--- src/hdl/sti_pkg.sv ---
// Shared constants, codes and controller/datapath interface types for the search unit.
`timescale 1ns / 1ps
`default_nettype none
package sti_pkg;

    // Table geometry
    localparam int TABLE_DEPTH = 256;
    localparam int IDX_W       = (TABLE_DEPTH > 1) ? $clog2(TABLE_DEPTH) : 1;

    // Fixed field widths
    localparam int DATA_W = 32;
    localparam int LEN_W  = 9;
    localparam int EIDX_W = 8;
    localparam int POS_W  = 8;

    // Divider: the quotient never exceeds hi - lo, so it has IDX_W bits
    localparam int QW     = IDX_W;
    localparam int PROD_W = DATA_W + IDX_W;
    localparam int CNT_W  = (QW > 1) ? $clog2(QW) : 1;

    // Item mode codes
    localparam logic MODE_WRITE  = 1'b0;
    localparam logic MODE_SEARCH = 1'b1;

    typedef enum logic [3:0] {
        S_IDLE,
        S_RD_LO,
        S_RD_HI,
        S_CAP_HI,
        S_CHECK,
        S_MUL,
        S_DIV,
        S_RD_MID,
        S_CMP_MID,
        S_FINISH
    } state_t;

    // Table read address source
    typedef enum logic [1:0] {
        ASEL_LO,
        ASEL_HI,
        ASEL_MID
    } asel_t;

    // Result selection
    typedef enum logic [1:0] {
        RES_MISS,
        RES_LO,
        RES_MID
    } res_t;

    typedef struct packed {
        logic  wr_entry;
        logic  ld_query;
        logic  ld_vlo;
        logic  ld_vhi;
        logic  ld_diff;
        logic  ld_mul;
        logic  div_step;
        logic  rd_mid;
        logic  step_lo;
        logic  step_hi;
        logic  set_res;
        res_t  res_sel;
        logic  finish;
        asel_t asel;
    } cmd_t;

    typedef struct packed {
        logic key_out;
        logic ends_eq;
        logic key_eq_lo;
        logic div_last;
        logic mid_lt;
        logic mid_gt;
        logic mid_at_lo;
        logic mid_at_hi;
        logic slot_free;
    } stat_t;

endpackage
`default_nettype wire

--- src/hdl/sti_ctrl.sv ---
// Search sequencer: steps one query through reads, interpolation divide and narrowing.
`timescale 1ns / 1ps
`default_nettype none
module sti_ctrl (
    input  wire logic           clk,
    input  wire logic           rst_n,
    input  wire logic           item_valid,
    input  wire logic           mode,
    output logic                item_stall,
    input  wire sti_pkg::stat_t stat,
    output sti_pkg::cmd_t       cmd
);
    import sti_pkg::*;

    state_t state_reg;
    state_t state_next;
    logic   accept;

    // State register
    always_ff @(posedge clk or negedge rst_n)
    begin
        if (!rst_n)
        begin
            state_reg <= S_IDLE;
        end
        else
        begin
            state_reg <= state_next;
        end
    end

    assign item_stall = (state_reg != S_IDLE);
    assign accept     = item_valid && !item_stall;

    // Next state and commands
    always_comb
    begin
        state_next  = state_reg;
        cmd         = '0;
        cmd.res_sel = RES_MISS;
        cmd.asel    = ASEL_LO;
        case (state_reg)
            S_IDLE:
            begin
                if (accept)
                begin
                    if (mode == MODE_WRITE)
                    begin
                        cmd.wr_entry = 1'b1;
                    end
                    else
                    begin
                        cmd.ld_query = 1'b1;
                        state_next   = S_RD_LO;
                    end
                end
            end
            S_RD_LO:
            begin
                cmd.asel   = ASEL_LO;
                state_next = S_RD_HI;
            end
            S_RD_HI:
            begin
                cmd.asel   = ASEL_HI;
                cmd.ld_vlo = 1'b1;
                state_next = S_CAP_HI;
            end
            S_CAP_HI:
            begin
                cmd.asel   = ASEL_HI;
                cmd.ld_vhi = 1'b1;
                state_next = S_CHECK;
            end
            S_CHECK:
            begin
                if (stat.key_out)
                begin
                    cmd.set_res = 1'b1;
                    cmd.res_sel = RES_MISS;
                    state_next  = S_FINISH;
                end
                else if (stat.ends_eq)
                begin
                    cmd.set_res = 1'b1;
                    cmd.res_sel = stat.key_eq_lo ? RES_LO : RES_MISS;
                    state_next  = S_FINISH;
                end
                else
                begin
                    cmd.ld_diff = 1'b1;
                    state_next  = S_MUL;
                end
            end
            S_MUL:
            begin
                cmd.ld_mul = 1'b1;
                state_next = S_DIV;
            end
            S_DIV:
            begin
                cmd.div_step = 1'b1;
                if (stat.div_last)
                begin
                    state_next = S_RD_MID;
                end
            end
            S_RD_MID:
            begin
                cmd.asel   = ASEL_MID;
                cmd.rd_mid = 1'b1;
                state_next = S_CMP_MID;
            end
            S_CMP_MID:
            begin
                cmd.asel = ASEL_MID;
                if (stat.mid_lt)
                begin
                    if (stat.mid_at_hi)
                    begin
                        cmd.set_res = 1'b1;
                        cmd.res_sel = RES_MISS;
                        state_next  = S_FINISH;
                    end
                    else
                    begin
                        cmd.step_lo = 1'b1;
                        state_next  = S_RD_LO;
                    end
                end
                else if (stat.mid_gt)
                begin
                    if (stat.mid_at_lo)
                    begin
                        cmd.set_res = 1'b1;
                        cmd.res_sel = RES_MISS;
                        state_next  = S_FINISH;
                    end
                    else
                    begin
                        cmd.step_hi = 1'b1;
                        state_next  = S_RD_LO;
                    end
                end
                else
                begin
                    cmd.set_res = 1'b1;
                    cmd.res_sel = RES_MID;
                    state_next  = S_FINISH;
                end
            end
            S_FINISH:
            begin
                // Wait for the output register to free up
                if (stat.slot_free)
                begin
                    cmd.finish = 1'b1;
                    state_next = S_IDLE;
                end
            end
            default:
            begin
                state_next = S_IDLE;
            end
        endcase
    end

endmodule
`default_nettype wire

--- config.mk ---
export PLATFORM = sky130hd
export DESIGN_NAME = sti_ctrl
export DESIGN_NICKNAME = d
export VERILOG_FILES = /design/src/hdl/sti_pkg.sv /design/src/hdl/sti_ctrl.sv
export SDC_FILE = /design/constraint.sdc
export NUM_CORES = 1
export LEC_CHECK = 0
export BUFFER_PORTS_ARGS = -buffer_cell sky130_fd_sc_hd__buf_4
export CORE_AREA = 8 8 45 47
export DETAILED_ROUTE_END_ITERATION = 10
export DIE_AREA = 0 0 53 55
export PLACE_DENSITY = 0.66
export SYNTH_ARGS = -nofsm -noshare
export SYNTH_HDL_FRONTEND = slang
export SYNTH_SLANG_ARGS = --single-unit
--- constraint.sdc ---
create_clock -name clk -period 2.8 [get_ports clk]
set_input_delay 0.56 -clock clk [delete_from_list [all_inputs] [get_ports clk]]
set_output_delay 0.56 -clock clk [all_outputs]
set_load 0.01 [all_outputs]
==> results.md, run 1 <==
Outcome:
- The flow ran to the end, and the final reports show no timing, DRC or antenna violations.

Route:
- Once detail routing completed, the nets flagged for antenna violations numbered 0.
- After detailed routing, the number of remaining DRC violations is 0.
- The number of iterations in the first detailed-routing pass is 4.
- The total via count in the routed design is around 500.
- The violation count after the first detailed-route iteration is 2.
- The average detailed-routed wire length per instance is 12.4 microns.
- The total wirelength of the detailed-routed design is between 1 and 1.5 mm.
- Dividing the detail-routed via count by the number of cells gives 4.83.

STA:
- The max-slew violation total from the final report was 0.
- The timing-limited maximum frequency is 0.478 GHz.
- Setup repair after global routing left no endpoint under its margin.
- The count of final hold-check violations is 0.
- The headroom to the max-slew limit is between 70% and 80%.
- The clock period could shrink to 2090 ps.
- The worst hold slack across all endpoints is 121 ps.
- Setup violations remaining at the end of the flow were counted as 0.
- The post-route clock skew is 2.35 ps.
- The share of the clock period used by the worst path after layout is 74.7%.
- At the pin with the least slew margin, the transition time is around 420 ps.
- The post-route setup TNS is 0 ps.

Hold path:
- The class of the most critical hold timing path is primary input to async pin.

Critical path:
- The critical path endpoint category is a primary output.
- STA puts the critical path data required time at 2240 ps.
- The critical path class is flop to primary output.
- Of all nets on the critical path, the largest fanout is 12.
- The kind of start point of the critical path is a flop.
- The startpoint identified for the worst register-to-register timing path is state_reg[2].
- The worst-case reg-to-reg path depth is 3.
- For flop-to-flop paths, the worst setup slack is 1530 ps.
- The endpoint identified for the worst register-to-register timing path is state_reg[3].
- STA puts the critical path data arrival time at between 1500 and 2000 ps.

Synth:
- The number of warnings issued by yosys is 0.
- The number of nets in the synthesized netlist is 70.
- The share of the Yosys chip area taken by registers is 22.6%.
- After synthesis, the largest family of logic cells by area is simple AND/OR/NAND/NOR gates.
- The cell area after synthesis is 443 sq um.
- The xor/xnor cell area share of the yosys netlist is approximately 2%.
- Summing the areas of all and, or, nand and nor instances in the mapped netlist gives 55.6% of the synthesized area.
- A synthesized cell averages 7.77 sq um.
- Yosys mapped the design onto 27 distinct sky130hd cell types.
- The share of synthesized area spent on multiplexers is 0%.
- The adder and majority gate portion of the synthesized area is 0%.
- The area fraction in compound gates after synthesis is between 10% and 20%.
- The synthesized flop and latch total is 4.
- The number of instances in the synthesized netlist is 57.

Placement:
- The last weighted congestion value of the routability-driven placer is about 0.7.
- After detailed placement, the total cell area comes to 648 sq um.
- The number of port buffers is 29.
- The wire-length estimate of the detail-placed layout is 1.05 mm.

GRT:
- The residual overflow from global routing is 0.
- The via count of the first global-routing pass is 517.
- Entering global routing, the biggest net connects 13 pins.
- The initial antenna violation count came to 0.
- The aggregate global-route resource usage is about 8.9%.
- The first global-routing pass estimated 2.08 mm of wire.

Power and ir drop:
- The worst-case IR drop observed on VDD is 0.351 mV.
- Dividing total power by cell area gives a power density of 898 nW/um^2.
- For this design the static power due to leakage is 0.323 nW.
- The overall power of the completed layout is 602 uW.

Die:
- In this run the vertical extent of the chip is 55 microns.
- The area of the die is slightly below 3000 sq um.
- The core region is roughly 1400 sq um.
- During I/O placement, the number of pins put on the boundary was 30.
- The number of rows created at floorplan is 14.
- The horizontal die dimension is around 53 microns.
- The starting density of the core is 32.0%.

CTS:
- The clock tree from TritonCTS is done.
- In this run, post-CTS hold repair placed 0 buffers.
- The cell sitting at the root of the clock tree is a clkbuf_4.
- The post-CTS setup buffer count is 0.
- For this design, the sink count on the clock tree is 4.
- The clock latency reported for the late side of the worst-skew pair is 230 ps.
- The maximum root-to-sink buffer count is 2.
- The clock-pin slew reported for the worst setup and hold paths after clock tree synthesis is 30 ps.
- The post-cts resize count is 0.
- The number of buffers inserted during clock tree synthesis is 3.
- The maximum level of the CTS H-tree is 1.

Final layout:
- The number of flip-flops under the largest register name is 4.
- The net count reported at finish is 100.
- In the final layout, the share of cells above drive strength 1 is a little over two fifths.
- The relative area change from synthesis to final layout is 51.4%.
- The design area is 671 sq um.
- The number of antenna diodes is 0.
- The utilization after layout is 48.5%.

Job:
- Max-cap violations in this run came to 0.
## worst max path at each step
| stage | start | endpoint | depth (start not counted) |
|---|---|---|---|
| 2_1_floorplan | state_reg[0] | cmd[3] | 3 |
| 3_3_place_gp | stat[4] | cmd[5] | 5 |
| 3_5_place_dp | stat[4] | cmd[5] | 5 |
| 4_1_cts | state_reg[3] | cmd[3] | 3 |
| 5_1_grt | state_reg[3] | cmd[3] | 3 |
| 6_report | state_reg[3] | cmd[3] | 3 |
## cells by family (layout without fill, tap and decap cells)
| group | count (synthesis) | after routing |
|---|---|---|
| xor gates and xnor gates | 1 | 1 |
| and+or+nand+nor | 38 | 38 |
| DFF | 4 | 4 |
| AOI/OAI and AO/OA | 8 | 8 |
| buffers and inverters | 6 | 34 |
## cells in the final DEF (no fill, tap or decap)
cell | netlist | layout
or2_4 | 1 | 1
and2b_1 | 1 | 1
o32a_1 | 1 | 1
nand2_1 | 5 | 5
nand2b_2 | 1 | 1
o21ai_1 | 1 | 1
nor2_1 | 8 | 8
dfrtp_1 | 4 | 4
a22oi_1 | 1 | 1
xor2_1 | 1 | 1
a21oi_1 | 2 | 2
nor2b_1 | 3 | 3
nor4b_2 | 1 | 1
nor3_1 | 3 | 3
nand2b_4 | 1 | 1
nor4b_1 | 1 | 1
and3_1 | 3 | 3
nand2b_1 | 3 | 3
nor3b_1 | 2 | 2
buf_4 | 0 | 29
and3b_1 | 1 | 1
inv_1 | 2 | 2
clkbuf_4 | 0 | 3
o21ai_0 | 3 | 3
nor4_4 | 1 | 1
nor4_1 | 2 | 2
and2_1 | 1 | 1
## cell type report
type / count / area [sq um]
inverters: 2 / 7.51
flip-flops and latches: 4 / 100
repair buffers: 29 / 218
well taps: 16 / 20.0
fillers: 152 / 713
multi-input cells: 47 / 303
clock buffers: 3 / 22.5
## power by group
group	total [mW]	switching (mW)	leakage, nW	internal, mW
logic	0.362	0.163	0.259	0.198
registers	0.174	0.0885	0.0507	0.0857
clock network	0.0663	0.0187	0.0138	0.0476
total	0.602	0.271	0.323	0.332
## per-layer routing
metal  track usage, %  up-vias  part of all wire, %  wire, microns
met2             13.7       26                   40            501
met4             3.88        0                    0              0
met1             10.7      210                   46            575
met5                0        -                    0              0
met3             3.48        0                   14            178
li1                 -      252                    -              -
## synth_stat cells, drive strengths merged
cell	n	area, sq um
and3b	1	8.76
o32a	1	10.0
buf	4	32.5
o21ai	4	20.0
a22oi	1	7.51
nor2b	3	18.8
nor4	3	33.8
and2	1	6.26
and2b	1	7.51
inv	2	7.51
a21oi	2	10.0
and3	3	18.8
nor3b	2	15.0
nor3	3	15.0
dfrtp	4	100
nand2b	5	41.3
nand2	5	18.8
nor4b	2	23.8
nor2	8	30.0
xor2	1	8.76
or2	1	8.76
## metrics by stage
step / setup slack (ps) / cells
6_report: 707 / 101
5_1_grt: 570 / 101
4_1_cts: 688 / 101
3_5_place_dp: 848 / 98
3_3_place_gp: 877 / 98
2_1_floorplan: 1020 / 57
## critical path: stages (launching register included)
cell and delay, ps:
dfrtp_1 510, nand2b_2 310, nor4_1 300, buf_4 170
Note: power is estimated with default switching activity, not from simulation.
==> run 2, diff against run 1 <==
==> constraint.sdc (replaced) <==
create_clock -name clk -period 2.1 [get_ports clk]
set_input_delay 0.42 -clock clk [delete_from_list [all_inputs] [get_ports clk]]
set_output_delay 0.42 -clock clk [all_outputs]
set_load 0.01 [all_outputs]
==> run 2 against run 1 <==
Total power up 34%. Die area unchanged. Sequential cell count unchanged. Sequential share of layout area down 0.22 points. Global-route usage up 0.60 points. Non-clock buffer count up 1. Critical endpoint unchanged.
==> results.md, run 2 (synthesis results as in run 1) <==
Outcome:
- The flow ran to the end, and the final reports show no timing, DRC or antenna violations.

CTS:
- The post-cts resize count was 0 (unchanged).
- The number of buffers inserted during clock tree synthesis is 3 (unchanged).
- The maximum level of the CTS H-tree is 1 (unchanged).
- Clock tree synthesis selected as its root buffer the cell clkbuf_4.
- The number of clock sinks was 4 (unchanged).
- The clock tree from TritonCTS is done.
- The clock latency reported for the late side of the worst-skew pair is 230 ps (about the same).
- The post-CTS setup buffer count is 0 (unchanged).
- The maximum root-to-sink buffer count is 2 (unchanged).
- The clock-pin slew reported for the worst setup and hold paths after clock tree synthesis is 40 ps (about the same).
- The hold-fix buffer count after cts is 1 (+1).

STA:
- The post-route clock skew is 5.78 ps (+3.42 ps).
- The final critical-path setup slack is 151 ps (-557 ps).
- The timing-limited maximum frequency is 0.513 GHz.
- The count of final hold-check violations is 0 (unchanged).
- The headroom to the max-slew limit is 72.3% (+0.21 points).
- The post-route setup TNS is 0 ps (unchanged).
- Setup repair after global routing left no endpoint under its margin.
- The max-slew violation total from the final report was 0 (unchanged).
- The worst-margin pin slew is 416 ps (-3.17 ps).
- The count of final setup violators is 0 (unchanged).
- The share of the clock period used by the worst path after layout is 92.8%.
- The worst path in the final design needs a cycle of between 1500 and 2000 ps, including I/O delays and setup.

Critical path:
- The kind of start point of the critical path is a flop.
- The slowest stage of the critical path belongs to the cell dfrtp_1.
- The critical path endpoint category is a primary output.
- Traced cell by cell, the critical path runs through nand2b_2, nor4_1, buf_4.
- The critical path class is flop to primary output.
- The biggest cell delay along the critical path is 520 ps (about the same).
- The buffering stage count on the worst path with inverters included is 1 (unchanged).
- The kind of cell with the highest combined delay along the critical path is simple AND/OR/NAND/NOR gates.
- The required time at the worst-slack endpoint is 1680 ps (-560 ps).
- The arrival time of the worst setup path is 1530 ps (about the same).
- The biggest fanout along the worst timing path is 12 (unchanged).

Die:
- The standard cell core area was 1380 sq um (unchanged).
- The starting density of the core is 32.0% (unchanged).
- The number of placed I/O pins came to 30 (unchanged).
- The vertical extent of the die came to 55 microns (unchanged).
- The horizontal die dimension is 53 microns (unchanged).
- The area of the die is 2920 sq um (unchanged).
- The number of rows created at floorplan is 14 (unchanged).

Final layout:
- The number of flip-flops under the largest register name came to 4 (unchanged).
- The fill cell total of the finished layout is 145 (-4.6%).
- The fraction of layout instances using a drive strength above 1 is 43.0% (-0.51 points).
- Leaving out fill and tap cells, the most frequent cells in the layout are buf_4, nor2_1, nand2_1, dfrtp_1.
- The net count reported at finish came to 101 (+1.0%).
- The number of antenna diodes is 0 (unchanged).
- The count of placed standard cells in the final layout, fillers left out is 102 (+0.99%).
- The relative area change from synthesis to final layout is 53.7%.
- Leaving out fill and tap cells, the most frequent cell in the layout is buf_4.

GRT:
- The via count of the first global-routing pass came to 504 (-2.5%).
- The first-pass GRT wire length is 2.07 mm (-0.29%).
- The aggregate global-route resource usage was 9.47% (+0.60 points).
- The maximum number of pins on one net before global-route repair was 13 (unchanged).
- The residual overflow from global routing is 0 (unchanged).
- The initial antenna violation count is 0 (unchanged).

Route:
- The via count normalized by instance count came to 4.73 (-2.2%).
- The total via count in the routed design is 482 (-1.2%).
- The average detailed-routed wire length per instance came to 12.8 microns (+3.3%).
- The number of nets with antenna violations after routing came to 0 (unchanged).
- The number of iterations in the first detailed-routing pass is 4 (unchanged).
- The violation count after the first detailed-route iteration came to 4 (+2).
- The total wirelength of the detailed-routed design is 1.31 mm (+4.3%).
- The number of DRC violations after detailed routing was 0 (unchanged).

Power and ir drop:
- The overall power of the completed layout was 810 uW (+34%).
- The power density over the cells is 1190 nW/um^2 (+32%).
- The maximum resistive drop on vdd is 0.499 mV (+42%).
- The static leakage power was 0.327 nW (+1.3%).

Placement:
- The detailed placer's ending HPWL is 1.05 mm (-0.69%).
- The worst setup slack after placement is 381 ps (-467 ps).
- The last weighted congestion value of the routability-driven placer came to 0.743 (+3.7%).
- The number of port buffers came to 29 (unchanged).
- The placed cell count came to 98 (unchanged).

Hold path:
- The class of the most critical hold timing path is primary input to flop.

Job:
- The max capacitance violation total is 0 (unchanged).
-- run 2: changes by cell type in the layout (fill, tap and decap cells not counted) --
cell / before / now
dlygate4sd3_1: 0 / 1
-- run 2: cell type report --
class	instances	area (sq um)	share of cell area [%]
multi-input combinational	47	303	44.5
timing repair buffer	30	228	33.5
sequential	4	100	14.7
clock buffer	3	22.5	3.31
tap	16	20.0	2.94
inverter	2	7.51	1.10
-- run 2: worst register-to-register path, stage by stage (launching register included) --
cell	delay, ps
dfrtp_1	500
nand2b_4	200
o32a_1	370
o21ai_1	130
-- run 2: path summary, 6_finish.rpt --
path / startpoint / end / slack (ps) / cells after the start
max: state_reg[3] / cmd[3] / 150 / 3
min: stat[7] / state_reg[2] / 510 / 4
max reg2reg: state_reg[2] / state_reg[3] / 830 / 3
min reg2reg: state_reg[3] / state_reg[1] / 730 / 1
max in group asynchronous: rst_n / state_reg[2] / 1480 / 2
min in group asynchronous: rst_n / state_reg[3] / 520 / 2
-- run 2: per-stage QoR --
stage,hold slack [ps],area (sq um),utilization [%]
6_report,508,681,49.2
2_1_floorplan,124,443,-
5_1_grt,516,681,49.2
4_1_cts,505,681,49.2
3_5_place_dp,217,648,46.8
3_3_place_gp,217,648,46.8
-- run 2: power breakdown --
group | switching, mW | internal (mW) | total, mW | leakage, nW
Clock | 0.0291 | 0.0638 | 0.0929 | 0.0138
Sequential | 0.121 | 0.114 | 0.235 | 0.0507
Combinational | 0.216 | 0.266 | 0.482 | 0.263
-- run 2: metal layers --
layer / track usage (%) / vias to the layer above / wire [microns]
met2: 13.3 / 26 / 557
met5: 0 / - / 0
li1: - / 254 / -
met4: 6.47 / 0 / 0
met1: 10.7 / 202 / 588
met3: 5.35 / 0 / 162
